`src/design/ccbp_pkg.sv`:
```
package ccbp_pkg;

    // Field and register widths
    localparam int DATA_W        = 8;
    localparam int CFG_DATA_W    = 16;
    localparam int CFG_INDEX_W   = 2;
    localparam int GEN_W         = 4;
    localparam int FRAME_LEN_W   = 16;

    // Default frame counter width
    localparam int FRAME_COUNT_BITS_DEF = 16;

    // Code bits per input byte in each word mode
    localparam int CODE_BITS_BYTE   = 11;
    localparam int CODE_BITS_NIBBLE = 14;
    localparam int HEADER_BITS      = 8;
    localparam int PAD_W            = 3;

    // Largest bit run one input byte can add: header, padding, nibble codes
    localparam int CHUNK_BITS = HEADER_BITS + (1 << PAD_W) - 1 + CODE_BITS_NIBBLE;
    localparam int CNT_W      = $clog2(CHUNK_BITS + 1);

    // Word queue between front and back
    localparam int QUEUE_DEPTH = 4;
    localparam int QPTR_W      = $clog2(QUEUE_DEPTH);

    // Register reset values
    localparam logic [GEN_W-1:0]       GEN_RESET       = 4'd11;
    localparam logic                   WORD_MODE_RESET = 1'b1;
    localparam logic [FRAME_LEN_W-1:0] FRAME_LEN_RESET = 16'd1;

    // Word mode codes
    localparam logic MODE_NIBBLE = 1'b0;
    localparam logic MODE_BYTE   = 1'b1;

    // Register indexes
    typedef enum logic [CFG_INDEX_W-1:0] {
        REG_GENERATOR    = 2'd0,
        REG_WORD_MODE    = 2'd1,
        REG_FRAME_LENGTH = 2'd2
    } cfg_index_t;

    // One run of code bits handed from front to back
    typedef struct packed {
        logic [CHUNK_BITS-1:0] bits;
        logic [CNT_W-1:0]      nbits;
        logic                  frame_end;
    } chunk_t;

    // CRC remainder of an 8-bit word times x^3, generator top bit implied
    function automatic logic [2:0] crc_rem8(input logic [7:0] d, input logic [2:0] g);
        logic [2:0] r;
        logic       fb;
        r = '0;
        for (int i = 7; i >= 0; i--) begin
            fb = r[2] ^ d[i];
            r  = {r[1:0], 1'b0} ^ (fb ? g : 3'b000);
        end
        return r;
    endfunction

    // CRC remainder of a 4-bit word times x^3
    function automatic logic [2:0] crc_rem4(input logic [3:0] d, input logic [2:0] g);
        logic [2:0] r;
        logic       fb;
        r = '0;
        for (int i = 3; i >= 0; i--) begin
            fb = r[2] ^ d[i];
            r  = {r[1:0], 1'b0} ^ (fb ? g : 3'b000);
        end
        return r;
    endfunction

endpackage

```
`src/design/ccbp_queue.sv`:
```
module ccbp_queue
    import ccbp_pkg::*;
(
    input  logic   clk,
    input  logic   rst_n,
    input  logic   wr_en,
    input  chunk_t wr_data,
    input  logic   rd_en,
    output chunk_t rd_data,
    output logic   q_full,
    output logic   q_empty
);

    chunk_t                 mem [QUEUE_DEPTH];
    logic [QPTR_W-1:0]      wr_ptr_reg;
    logic [QPTR_W-1:0]      rd_ptr_reg;
    logic [QPTR_W:0]        count_reg;
    logic [QPTR_W:0]        count_next;

    assign q_full  = (count_reg == (QPTR_W+1)'(QUEUE_DEPTH));
    assign q_empty = (count_reg == '0);
    assign rd_data = mem[rd_ptr_reg];

    // Track fill level
    always_comb
    begin
        count_next = count_reg;
        if (wr_en && !rd_en)
        begin
            count_next = count_reg + 1'b1;
        end
        else if (!wr_en && rd_en)
        begin
            count_next = count_reg - 1'b1;
        end
    end

    // Store words
    always_ff @(posedge clk)
    begin
        if (wr_en)
        begin
            mem[wr_ptr_reg] <= wr_data;
        end
    end

    // Advance pointers
    always_ff @(posedge clk or negedge rst_n)
    begin
        if (!rst_n)
        begin
            wr_ptr_reg <= '0;
            rd_ptr_reg <= '0;
            count_reg  <= '0;
        end
        else
        begin
            if (wr_en)
            begin
                wr_ptr_reg <= wr_ptr_reg + 1'b1;
            end
            if (rd_en)
            begin
                rd_ptr_reg <= rd_ptr_reg + 1'b1;
            end
            count_reg <= count_next;
        end
    end

    // Fill level stays in range
    a_count_range: assert property (@(posedge clk) disable iff (!rst_n)
        count_reg <= (QPTR_W+1)'(QUEUE_DEPTH))
        else $error("queue count out of range");

endmodule

```
`src/design/ccbp_front.sv`:
```
module ccbp_front
    import ccbp_pkg::*;
#(
    parameter int FRAME_COUNT_BITS = FRAME_COUNT_BITS_DEF
)
(
    input  logic                   clk,
    input  logic                   rst_n,
    input  logic                   cfg_wr_en,
    input  logic [CFG_INDEX_W-1:0] cfg_index,
    input  logic [CFG_DATA_W-1:0]  cfg_data,
    input  logic                   accept,
    input  logic [DATA_W-1:0]      data_byte,
    output chunk_t                 chunk,
    output logic                   restart
);

    logic [GEN_W-1:0]            generator_reg;
    logic                        word_mode_reg;
    logic [FRAME_LEN_W-1:0]      frame_length_reg;
    logic [FRAME_COUNT_BITS-1:0] bytes_seen_reg;
    logic [FRAME_COUNT_BITS-1:0] bytes_seen_next;

    logic [FRAME_COUNT_BITS-1:0] len_masked;
    logic [FRAME_COUNT_BITS-1:0] len_eff;
    logic [PAD_W-1:0]            pad;
    logic                        frame_end;
    logic                        header;
    logic [2:0]                  gen_low;
    logic [CODE_BITS_NIBBLE-1:0] code;
    logic [CNT_W-1:0]            code_len;
    logic [CNT_W-1:0]            hdr_shift;
    logic [CHUNK_BITS-1:0]       hdr_word;

    // Decode register writes; a write to a listed register restarts the frame
    always_comb
    begin
        restart = 1'b0;
        if (cfg_wr_en)
        begin
            unique case (cfg_index_t'(cfg_index))
                REG_GENERATOR:    restart = 1'b1;
                REG_WORD_MODE:    restart = 1'b1;
                REG_FRAME_LENGTH: restart = 1'b1;
                default:          restart = 1'b0;
            endcase
        end
    end

    // Effective frame length and padding count
    assign len_masked = FRAME_COUNT_BITS'(frame_length_reg);
    assign len_eff    = (len_masked == '0) ? FRAME_COUNT_BITS'(1) : len_masked;

    always_comb
    begin
        if (word_mode_reg == MODE_BYTE)
        begin
            // five spare bits per byte
            pad = PAD_W'(len_eff[2:0] + {len_eff[0], 2'b00});
        end
        else
        begin
            // two spare bits per byte
            pad = {len_eff[1:0], 1'b0};
        end
    end

    assign frame_end = ({1'b0, bytes_seen_reg} + 1'b1) >= {1'b0, len_eff};
    assign header    = (bytes_seen_reg == '0);
    assign gen_low   = generator_reg[2:0];

    // Build codewords
    always_comb
    begin
        if (word_mode_reg == MODE_BYTE)
        begin
            code     = {3'b000, data_byte, crc_rem8(data_byte, gen_low)};
            code_len = CNT_W'(CODE_BITS_BYTE);
        end
        else
        begin
            code     = {data_byte[7:4], crc_rem4(data_byte[7:4], gen_low),
                        data_byte[3:0], crc_rem4(data_byte[3:0], gen_low)};
            code_len = CNT_W'(CODE_BITS_NIBBLE);
        end
    end

    // Prepend header and padding on the first byte of a frame
    assign hdr_shift = code_len + CNT_W'(pad);
    assign hdr_word  = CHUNK_BITS'({5'b00000, pad}) << hdr_shift;

    always_comb
    begin
        chunk.frame_end = frame_end;
        if (header)
        begin
            chunk.bits  = hdr_word | CHUNK_BITS'(code);
            chunk.nbits = hdr_shift + CNT_W'(HEADER_BITS);
        end
        else
        begin
            chunk.bits  = CHUNK_BITS'(code);
            chunk.nbits = code_len;
        end
    end

    assign bytes_seen_next = frame_end ? '0 : bytes_seen_reg + 1'b1;

    // Hold registers and frame position
    always_ff @(posedge clk or negedge rst_n)
    begin
        if (!rst_n)
        begin
            generator_reg    <= GEN_RESET;
            word_mode_reg    <= WORD_MODE_RESET;
            frame_length_reg <= FRAME_LEN_RESET;
            bytes_seen_reg   <= '0;
        end
        else
        begin
            if (cfg_wr_en)
            begin
                unique case (cfg_index_t'(cfg_index))
                    REG_GENERATOR:    generator_reg    <= cfg_data[GEN_W-1:0];
                    REG_WORD_MODE:    word_mode_reg    <= cfg_data[0];
                    REG_FRAME_LENGTH: frame_length_reg <= cfg_data[FRAME_LEN_W-1:0];
                    default:          ;
                endcase
            end
            if (restart)
            begin
                bytes_seen_reg <= '0;
            end
            else if (accept)
            begin
                bytes_seen_reg <= bytes_seen_next;
            end
        end
    end

    // Frame position stays inside the frame
    a_pos_in_frame: assert property (@(posedge clk) disable iff (!rst_n)
        bytes_seen_reg < len_eff)
        else $error("frame position past frame length");

endmodule

```
`src/design/ccbp_back.sv`:
```
module ccbp_back
    import ccbp_pkg::*;
(
    input  logic              clk,
    input  logic              rst_n,
    input  logic              restart,
    input  logic              q_empty,
    input  chunk_t            q_data,
    output logic              q_pop,
    output logic              out_valid,
    input  logic              out_pop,
    output logic [DATA_W-1:0] out_byte,
    output logic              out_run_last,
    output logic              out_frame_last
);

    localparam int ACC_W = 32;

    logic [ACC_W-1:0]  acc_reg;
    logic [ACC_W-1:0]  acc_next;
    logic [CNT_W-1:0]  pend_reg;
    logic [CNT_W-1:0]  pend_next;
    logic [CNT_W-1:0]  pend_after;
    logic [CNT_W-1:0]  shift;
    logic              fe_reg;

    logic              valid_reg;
    logic [DATA_W-1:0] byte_reg;
    logic              run_last_reg;
    logic              frame_last_reg;

    logic              out_free;
    logic              emit;
    logic              emit_last;

    // Emit one byte whenever eight bits wait and the output slot frees
    assign out_free  = !valid_reg || out_pop;
    assign emit      = (pend_reg >= CNT_W'(8)) && out_free;
    assign shift     = pend_reg - CNT_W'(8);
    assign emit_last = (pend_reg < CNT_W'(16));
    assign pend_after = emit ? shift : pend_reg;

    // Load the next run once fewer than eight bits remain
    assign q_pop = !q_empty && (pend_after < CNT_W'(8)) && !restart;

    always_comb
    begin
        acc_next  = acc_reg;
        pend_next = pend_after;
        if (q_pop)
        begin
            acc_next  = (acc_reg << q_data.nbits) | ACC_W'(q_data.bits);
            pend_next = pend_after + q_data.nbits;
        end
    end

    // Bit accumulator; bits above the count are stale and ignored
    always_ff @(posedge clk)
    begin
        acc_reg <= acc_next;
        if (q_pop)
        begin
            fe_reg <= q_data.frame_end;
        end
    end

    always_ff @(posedge clk or negedge rst_n)
    begin
        if (!rst_n)
        begin
            pend_reg <= '0;
        end
        else if (restart)
        begin
            pend_reg <= '0;
        end
        else
        begin
            pend_reg <= pend_next;
        end
    end

    // Output register
    always_ff @(posedge clk)
    begin
        if (emit)
        begin
            byte_reg       <= 8'(acc_reg >> shift);
            run_last_reg   <= emit_last;
            frame_last_reg <= emit_last && fe_reg;
        end
    end

    always_ff @(posedge clk or negedge rst_n)
    begin
        if (!rst_n)
        begin
            valid_reg <= 1'b0;
        end
        else if (emit)
        begin
            valid_reg <= 1'b1;
        end
        else if (out_pop)
        begin
            valid_reg <= 1'b0;
        end
    end

    assign out_valid      = valid_reg;
    assign out_byte       = byte_reg;
    assign out_run_last   = run_last_reg;
    assign out_frame_last = frame_last_reg;

    // Pending bits never outgrow one full run
    a_pend_bound: assert property (@(posedge clk) disable iff (!rst_n)
        pend_reg <= CNT_W'(CHUNK_BITS))
        else $error("pending bit count overflow");

    // A frame's final byte is always the last byte of its run
    a_frame_last_run: assert property (@(posedge clk) disable iff (!rst_n)
        valid_reg && frame_last_reg |-> run_last_reg)
        else $error("frame end without run end");

    // A restart drops all unsent bits
    a_restart_clear: assert property (@(posedge clk) disable iff (!rst_n)
        restart |=> pend_reg == '0)
        else $error("bits survived restart");

endmodule

```
`src/design/crc_codeword_bit_packer_top.sv`:
```
// Channel   Dir  Handshake            Words
// input     in   push / full          data_byte
// result    out  empty / pop          out_byte, run_last, frame_last
// config    in   cfg_wr_en            cfg_index, cfg_data
//
// An input byte is taken every cycle while the four-word run queue has room;
// the packer drains one output byte per cycle while results are popped and
// eight bits wait, so the sustained rate is set by the output port. A result
// passes through the run queue, the bit accumulator and the output register.
// Reset clears the registers to their defaults and starts a frame;
// a stalled result holds the packer, which then fills the queue and raises full.
module crc_codeword_bit_packer_top
    import ccbp_pkg::*;
#(
    parameter int FRAME_COUNT_BITS = FRAME_COUNT_BITS_DEF
)
(
    input  logic                   clk,
    input  logic                   rst_n,
    input  logic                   cfg_wr_en,
    input  logic [CFG_INDEX_W-1:0] cfg_index,
    input  logic [CFG_DATA_W-1:0]  cfg_data,
    input  logic                   push,
    output logic                   full,
    input  logic [DATA_W-1:0]      data_byte,
    output logic                   empty,
    input  logic                   pop,
    output logic [DATA_W-1:0]      out_byte,
    output logic                   run_last,
    output logic                   frame_last
);

    chunk_t front_chunk;
    chunk_t q_data;
    logic   restart;
    logic   accept;
    logic   q_full;
    logic   q_empty;
    logic   q_pop;
    logic   out_valid;

    assign accept = push && !q_full;
    assign full   = q_full;
    assign empty  = !out_valid;

    // Classify and encode input bytes
    ccbp_front #(
        .FRAME_COUNT_BITS (FRAME_COUNT_BITS)
    ) u_front (
        .clk       (clk),
        .rst_n     (rst_n),
        .cfg_wr_en (cfg_wr_en),
        .cfg_index (cfg_index),
        .cfg_data  (cfg_data),
        .accept    (accept),
        .data_byte (data_byte),
        .chunk     (front_chunk),
        .restart   (restart)
    );

    // Decouple encoder from packer
    ccbp_queue u_queue (
        .clk     (clk),
        .rst_n   (rst_n),
        .wr_en   (accept),
        .wr_data (front_chunk),
        .rd_en   (q_pop),
        .rd_data (q_data),
        .q_full  (q_full),
        .q_empty (q_empty)
    );

    // Pack code bits into bytes
    ccbp_back u_back (
        .clk            (clk),
        .rst_n          (rst_n),
        .restart        (restart),
        .q_empty        (q_empty),
        .q_data         (q_data),
        .q_pop          (q_pop),
        .out_valid      (out_valid),
        .out_pop        (pop),
        .out_byte       (out_byte),
        .out_run_last   (run_last),
        .out_frame_last (frame_last)
    );

endmodule

```
`config.mk`:
```
export PLATFORM = sky130hd
export DESIGN_NAME = crc_codeword_bit_packer_top
export DESIGN_NICKNAME = d
export VERILOG_FILES = /design/src/design/ccbp_pkg.sv /design/src/design/ccbp_queue.sv /design/src/design/ccbp_front.sv /design/src/design/ccbp_back.sv /design/src/design/crc_codeword_bit_packer_top.sv
export SDC_FILE = /design/constraint.sdc
export NUM_CORES = 1
export LEC_CHECK = 0
export ABC_AREA = 1
export BUFFER_PORTS_ARGS = -buffer_cell sky130_fd_sc_hd__buf_2
export CELL_PAD_IN_SITES_DETAIL_PLACEMENT = 1
export CELL_PAD_IN_SITES_GLOBAL_PLACEMENT = 1
export CORE_ASPECT_RATIO = 0.9
export CORE_MARGIN = 2
export CORE_UTILIZATION = 52
export DETAILED_ROUTE_END_ITERATION = 6
export PLACE_DENSITY_LB_ADDON = 0.25
export RECOVER_POWER = 50
export SYNTH_ARGS = -nofsm -noshare
export SYNTH_HDL_FRONTEND = slang
export SYNTH_SLANG_ARGS = --single-unit
```
`constraint.sdc`:
```
create_clock -name clk -period 11.7 [get_ports clk]
set_input_delay 2.34 -clock clk [delete_from_list [all_inputs] [get_ports clk]]
set_output_delay 2.34 -clock clk [all_outputs]
set_load 0.01 [all_outputs]
```
After elaboration in Yosys (flattened, before gate mapping)

Memory sizes are Yosys's and may differ from the RTL's.
Index checks and enable logic that the tools add are counted.

Register bits after elaboration: 92
Bits in latches: 0
Bits in writable memories: 140
Bits in read-only memories: 0
Logic and storage cells: 114
Memories: 1

$add $sub $neg: 11
$mul: 0
Divide/modulo/power cells: 0
Order comparisons: 4
Equal/unequal tests: 3
Shifts and indexed selects: 3
Mux-type cells: 31
Bitwise gates (word level): 22
Reduce and logical (&&, ||, !) cells: 25

Memory list:

| memory      | depth | bits a word | read ports | clocked after Yosys merged registers in | wr ports | line             | RTL |
|---|---|---|---|---|---|---|---|
| u_queue.mem | 4     | 35          | 1          | 0                                       | 1        | ccbp_queue.sv:14 | `chunk_t mem [QUEUE_DEPTH];` |

Operators with widths:

| operator                                                        | number |
|---|---|
| 16-bit two-way mux                                              | 4 |
| 3-bit two-way mux                                               | 16 |
| 34-bit two-way mux                                              | 1 |
| 16-bit logical NOT                                              | 2 |
| 32-bit by 29-bit OR with 32-bit output                          | 1 |
| 32-bit by 5-bit left shift with 32-bit output                   | 1 |
| 32-bit by 5-bit right shift with 8-bit output                   | 1 |
| 3-bit XOR                                                       | 10 |
| 29-bit by 14-bit OR with 29-bit output                          | 1 |
| 3-bit by 5-bit left shift with 29-bit output                    | 1 |
| 16-bit by 1-bit adder with 17-bit output, second input constant | 1 |
| 17-bit by 16-bit >= comparator with 1-bit output                | 1 |
| 16-bit by 1-bit adder with 16-bit output, second input constant | 1 |
| 5-bit two-way mux                                               | 3 |
| 14-bit two-way mux                                              | 1 |
| 1-bit XOR                                                       | 10 |
| 1-bit logical AND                                               | 7 |
| 1-bit logical NOT                                               | 6 |
| 1-bit two-way mux                                               | 6 |
| 2-bit AND reduction                                             | 3 |
| 2-bit nonzero test                                              | 3 |
| 4-bit by 3-bit adder with 5-bit output                          | 1 |
| 5-bit by 4-bit adder with 5-bit output, second input constant   | 1 |
| 5-bit adder                                                     | 1 |
| 15 further kinds                                                | 16 |

Depth between registers and ports, before layout

Word-level depth: 25
Depth in mapped cells: 28

Modules after synthesis

Synthesis repeated with hierarchy kept, for this count alone.

Cell total of the unflattened synthesis: 1756
Area, all modules: 14246.2 µm²

Modules (own cells, without submodules):

| module                      | instances | cells an instance | area an instance (µm²) | sequential area each (µm²) |
|---|---|---|---|---|
| ccbp_queue                  | 1         | 456               | 5998.3                 | 4379.2 |
| ccbp_back                   | 1         | 761               | 4775.8                 | 1441.4 |
| ccbp_front                  | 1         | 536               | 3458.3                 | 905.9 |
| crc_codeword_bit_packer_top | 1         | 3                 | 13.8                   | 0.0 |

Worst setup path after synthesis

No wires, ideal clock.

Path kind: input -> register
From: in pop
To: reg u_queue.count_reg[1]
Setup time: 125 ps
Arrival: 6102 ps
Data required time: 11575 ps
Slack: 5474 ps
Cell stages on the path: 11
Path through: nor2_1 -> nor2_1 -> xor2_1 -> inv_1 -> nand3_1 -> nor2_1 -> inv_1 -> ha_1 -> inv_1 -> fa_1 -> mux2_2

Word-level cells in the longest chain between the ends: 9

Ends and longest elaborated chain:

| what                                                  | line                              | RTL |
|---|---|---|
| start: declaration                                    | crc_codeword_bit_packer_top.sv:27 | `input logic pop,` |
| 1-bit logical OR                                      | ccbp_back.sv:37                   | `assign out_free = !valid_reg \|\| out_pop;` |
| 1-bit logical AND                                     | ccbp_back.sv:38                   | `assign emit = (pend_reg >= CNT_W'(8)) && out_free;` |
| net u_back.emit                                       | ccbp_back.sv:33                   | `logic emit;` |
| 5-bit two-way mux                                     | ccbp_back.sv:41                   | `assign pend_after = emit ? shift : pend_reg;` |
| 5-bit by 4-bit less-than comparator with 1-bit output | ccbp_back.sv:44                   | `assign q_pop = !q_empty && (pend_after < CNT_W'(8)) && !restart;` |
| 1-bit logical AND (2 in a row)                        | ccbp_back.sv:44                   |  |
| net q_pop                                             | crc_codeword_bit_packer_top.sv:39 | `logic q_pop;` |
| 1-bit logical NOT                                     | ccbp_queue.sv:28                  | `if (wr_en && !rd_en)` |
| 1-bit logical AND                                     | ccbp_queue.sv:28                  |  |
| 3-bit two-way mux                                     | ccbp_queue.sv:28                  |  |
| net u_queue.count_next[1]                             | ccbp_queue.sv:18                  | `logic [QPTR_W:0] count_next;` |
| end signal: assignment                                | ccbp_queue.sv:66                  | `count_reg <= count_next;` |
| end: declaration                                      | ccbp_queue.sv:17                  | `logic [QPTR_W:0] count_reg;` |

The timed path passes the listed nets, and every way through them passes these cells.
A chain may end at the register's enable or synchronous reset.

Worst setup path after layout

From: reg u_queue.rd_ptr_reg[1]
To: reg u_back.acc_reg[27] (data pin)

Word-level cells in the longest chain between the ends: 3

Ends and longest elaborated chain:

| what                                          | line             | RTL |
|---|---|---|
| start: declaration                            | ccbp_queue.sv:16 | `logic [QPTR_W-1:0] rd_ptr_reg;` |
| start signal: assignment                      | ccbp_queue.sv:64 | `rd_ptr_reg <= rd_ptr_reg + 1'b1;` |
| memory 4 x 35 bit *                           | --               |  |
| 32-bit by 5-bit left shift with 32-bit output | ccbp_back.sv:52  | `acc_next = (acc_reg << q_data.nbits) \| ACC_W'(q_data.bits);` |
| 32-bit by 29-bit OR with 32-bit output *      | ccbp_back.sv:52  |  |
| end signal: assignment                        | ccbp_back.sv:60  | `acc_reg <= acc_next;` |
| end: declaration                              | ccbp_back.sv:19  | `logic [ACC_W-1:0] acc_reg;` |

Mark *: on every way between the ends. The rest lies on a longest branch, timed or not.

==> results.yml <==
sta:
  worst_slew_pin_slew_ns: 2.856
  fin_skew_ns: 0.01982
  final_hold_viol_count: 0
  slew_viol_final: 226
  rsz0062_at_grt: "no"
  timing.final.ws_setup_ns: 4.773
  setup_total_negative_slack_ns: 0
  achievable_clock_frequency_mhz: 144.4
  relSlewSlack: -0.9041
  min_period_over_period: 0.5920
  hold_slack_ns: 0.5109
  min_period_ns: 6.927
  finalSetupViolations: 0
synthesis:
  main_combinational_cell_family_by_area_after_synthesis: "simple AND/OR/NAND/NOR gates"
  edff_count_synth: 183
  yosys.area.top_type: "edfxtp_1"
  muxShareOfSynthArea: 0.009776
  synth.top_cell.area_share: 0.4089
  postSynthRegisterBits: 232
  ys_top_cells_by_area: "edfxtp_1, nand2_1, o21ai_0"
  synth_nets: 1659
  synth_async_sr_flop_share: 0.2112
  xor_xnor_share_of_the_synthesized_area: 0.01564
  syn_inst: 1595
  yosysWarningCount: 0
  synth_fa_ha_area_frac: 0.03184
  compound_gate_fraction_of_synth_area: 0.1629
  synth_cell_type_count: 48
  avgSynthCellArea_um2: 8.426
  synth_simple_gate_area_frac: 0.2029
  syn_area_um2: 13440
  ys.flop_type: "edfxtp_1"
  seq_area_frac_synth: 0.5005
outcome:
  status: "finished with violations"
  violated_checks: "max-capacitance violations, max-slew violations"
grt:
  overflow: 0
  grt.met3_usage: 0.03644
  use_met2: 0.5686
  grt_start_max_net_pins: 71
  grt.met1_usage: 0.3889
  grtUsageTotal: 0.3129
  grt_pass1_vias: 12160
  first_pass_grt_wire_length_mm: 66.92
  grt_antenna_before_repair: 0
  global_route.peak_usage_layer: "met2"
worst_setup_path:
  crit_buf_inv: 5
  worst-endpoint-arrival_ns: 7.23
  timing.critical_path.max_delay_family: "buffers and inverters"
  worst-path-stages: 14
  capturing_point_of_the_worst_reg2reg_path: "u_back.acc_reg[27]"
  r2r_slack_ns: 4.77
  cp_data_required_time_ns: 12.01
  crit_slowest_cell: "clkbuf_1"
  crit_type: "reg -> reg"
  worst-r2r-cell-count: 14
  setup.worst_path.end: "u_back.acc_reg[27]"
  critPathMaxFanout: 61
  path_cells: "clkbuf_1 -> inv_1 -> clkbuf_1 -> nand3_1 -> nand2_1 -> clkbuf_1 -> inv_1 -> o21ai_0 -> nand2_1 -> nand2_1 -> o21ai_0 -> o21ai_0 -> nor2_1 -> o221ai_1"
  worst_setup_path_start_kind: "register"
  worst_setup_end_kind: "register"
  reg2reg_from: "u_queue.rd_ptr_reg[1]"
  startpoint_of_the_worst_setup_timing_path: "u_queue.rd_ptr_reg[1]"
  cp_slowest_stage_delay_ns: 1.64
floorplanning:
  die_h_um: 156.5
  effective_utilization_at_floorplan: 0.5321
  row_count: 55
  chipWidth_um: 173.5
  die_area_um2: 27150
  core_region_area_um2: 25260
  top_level_ports: 43
finish:
  multiInputGateArea_um2: 5723
  fin_cells: 1967
  regArea_um2: 6728
  post_route_cells_drive_above_1_share: 0.08308
  largest_register_ffs: 140
  synthToLayoutAreaGrowth_pct: 9.506
  antenna-diode-count: 0
  final.fill_count: 3029
  num-nets-final: 1668
clock_tree:
  max_h_tree_level: 1
  clock_sink_count: 232
  clock_tree.root_cell: "clkbuf_16"
  clk_pin_slew_worst_paths_ns: 0.07
  cts_repair_resize_count: 0
  cts_post_setup_buffers_inserted: 0
  tritoncts_clock_tree: "built"
  postCtsHoldBufs: 0
  clock_latency_ns: 0.55
  cts_inserted_buffers: 27
  cts.path.max_buffers: 3
route:
  detail_route.first_pass.iterations: 6
  drt-vias-per-instance: 5.967
  num_vias: 11740
  wl_per_cell_um: 21.60
  drt-initial-drc-count: 1009
  post_route_drc: 0
  drt_wl_total_mm: 42.49
  route.antenna.remaining_nets: 0
power_and_ir_drop:
  cell_pwr_density_nw_per_um2: 311.1
  ir_worst_vdd_mv: 0.1156
  power.leakage_nw: 6.019
  p_total_mw: 4.578
placed_design:
  dp_hpwl_mm: 28.66
  placement.io_buffers: 42
  dp_cells: 1917
  finalWeightedCongestion: 0.8580
  place_worst_setup_slack_ns: 5.566
flow_run:
  total_of_max_cap_violations: 5
hold_path:
  min-delay-path-class: "reg -> reg"
## cell type report
class	instances	share of cell area
Sequential cell	232	0.4572
Multi-Input combinational cell	1094	0.3889
Inverter	189	0.04821
Clock buffer	33	0.04744
Tap cell	342	0.02908
Timing Repair Buffer	60	0.02066
Clock inverter	17	0.008587
## worst min path at each step
stage / endpoint / depth (start not counted) / from / slack, ns
6_report: u_front.frame_length_reg[0] / 2 / u_front.frame_length_reg[0] / 0.51
5_1_grt: u_front.frame_length_reg[1] / 2 / u_front.frame_length_reg[1] / 0.54
4_1_cts: u_front.frame_length_reg[0] / 2 / u_front.frame_length_reg[0] / 0.51
3_5_place_dp: u_front.frame_length_reg[0] / 2 / u_front.frame_length_reg[0] / 0.50
3_3_place_gp: u_front.frame_length_reg[0] / 2 / u_front.frame_length_reg[0] / 0.49
2_1_floorplan: u_front.frame_length_reg[1] / 2 / u_front.frame_length_reg[1] / 0.47
## logic make-up (layout without fill, tap and decap cells)
group,count (synthesis),count (layout)
AND/OR/NAND/NOR,641,641
buffers and inverters,269,299
adder cells (fa/ha/maj),33,33
AO/OA/AOI/OAI,383,383
multiplexers,13,13
XOR/XNOR,24,24
flip-flops,232,232
## metal layers
metal / share of wire / vias to the layer above
li1: - / 5458
met1: 0.41 / 5803
met2: 0.51 / 382
met3: 0.050 / 95
met4: 0.031 / 0
met5: 0 / -
## tightest hold or removal path, cell delays in order (launching register included)
cell	delay [ns]
dfstp_2	0.38
nand2_1	0.06
o21ai_0	0.07
## power by group
group          total [mW]  internal, mW  switching [mW]  leakage, nW
clock               0.805         0.450           0.355        0.411
combinational        2.38         0.648            1.73         3.31
sequential           1.40          1.25           0.150         2.29
## through the flow
stage | utilization | area [um^2]
floorplan | - | 13440
global placement | 0.5520 | 13940
detailed placement | 0.5520 | 13940
CTS | 0.5846 | 14770
global route | 0.5827 | 14720
finish | 0.5827 | 14720
## synth_stat cells, drive strengths merged (3+ instances only)
cell	number
nand2	360
o21ai	239
inv	185
edfxtp	183
nor2	171
clkbuf	69
nand3	66
a21oi	49
dfrtp	45
o221ai	33
ha	31
o22ai	21
xor2	20
o211ai	17
nand4	16
mux2i	12
buf	11
nor3	11
nor4	9
or2	6
a31oi	4
clkinv	4
dfstp	4
o2111ai	4
o32ai	4
xnor2	4
a32o	3
a32oi	3
## layout by cell type, fill, tap and decap left out, types with 27 or more instances in the layout
cell and instances:
nand2_1 340, nand3_1 58, clkbuf_16 27, dfrtp_1 44, buf_2 27, o21ai_0 235, clkbuf_1 27, a21oi_1 49
edfxtp_1 183, nor2_1 165, ha_1 31, inv_1 180, o221ai_1 33
Power figures use the tool's default switching activity.
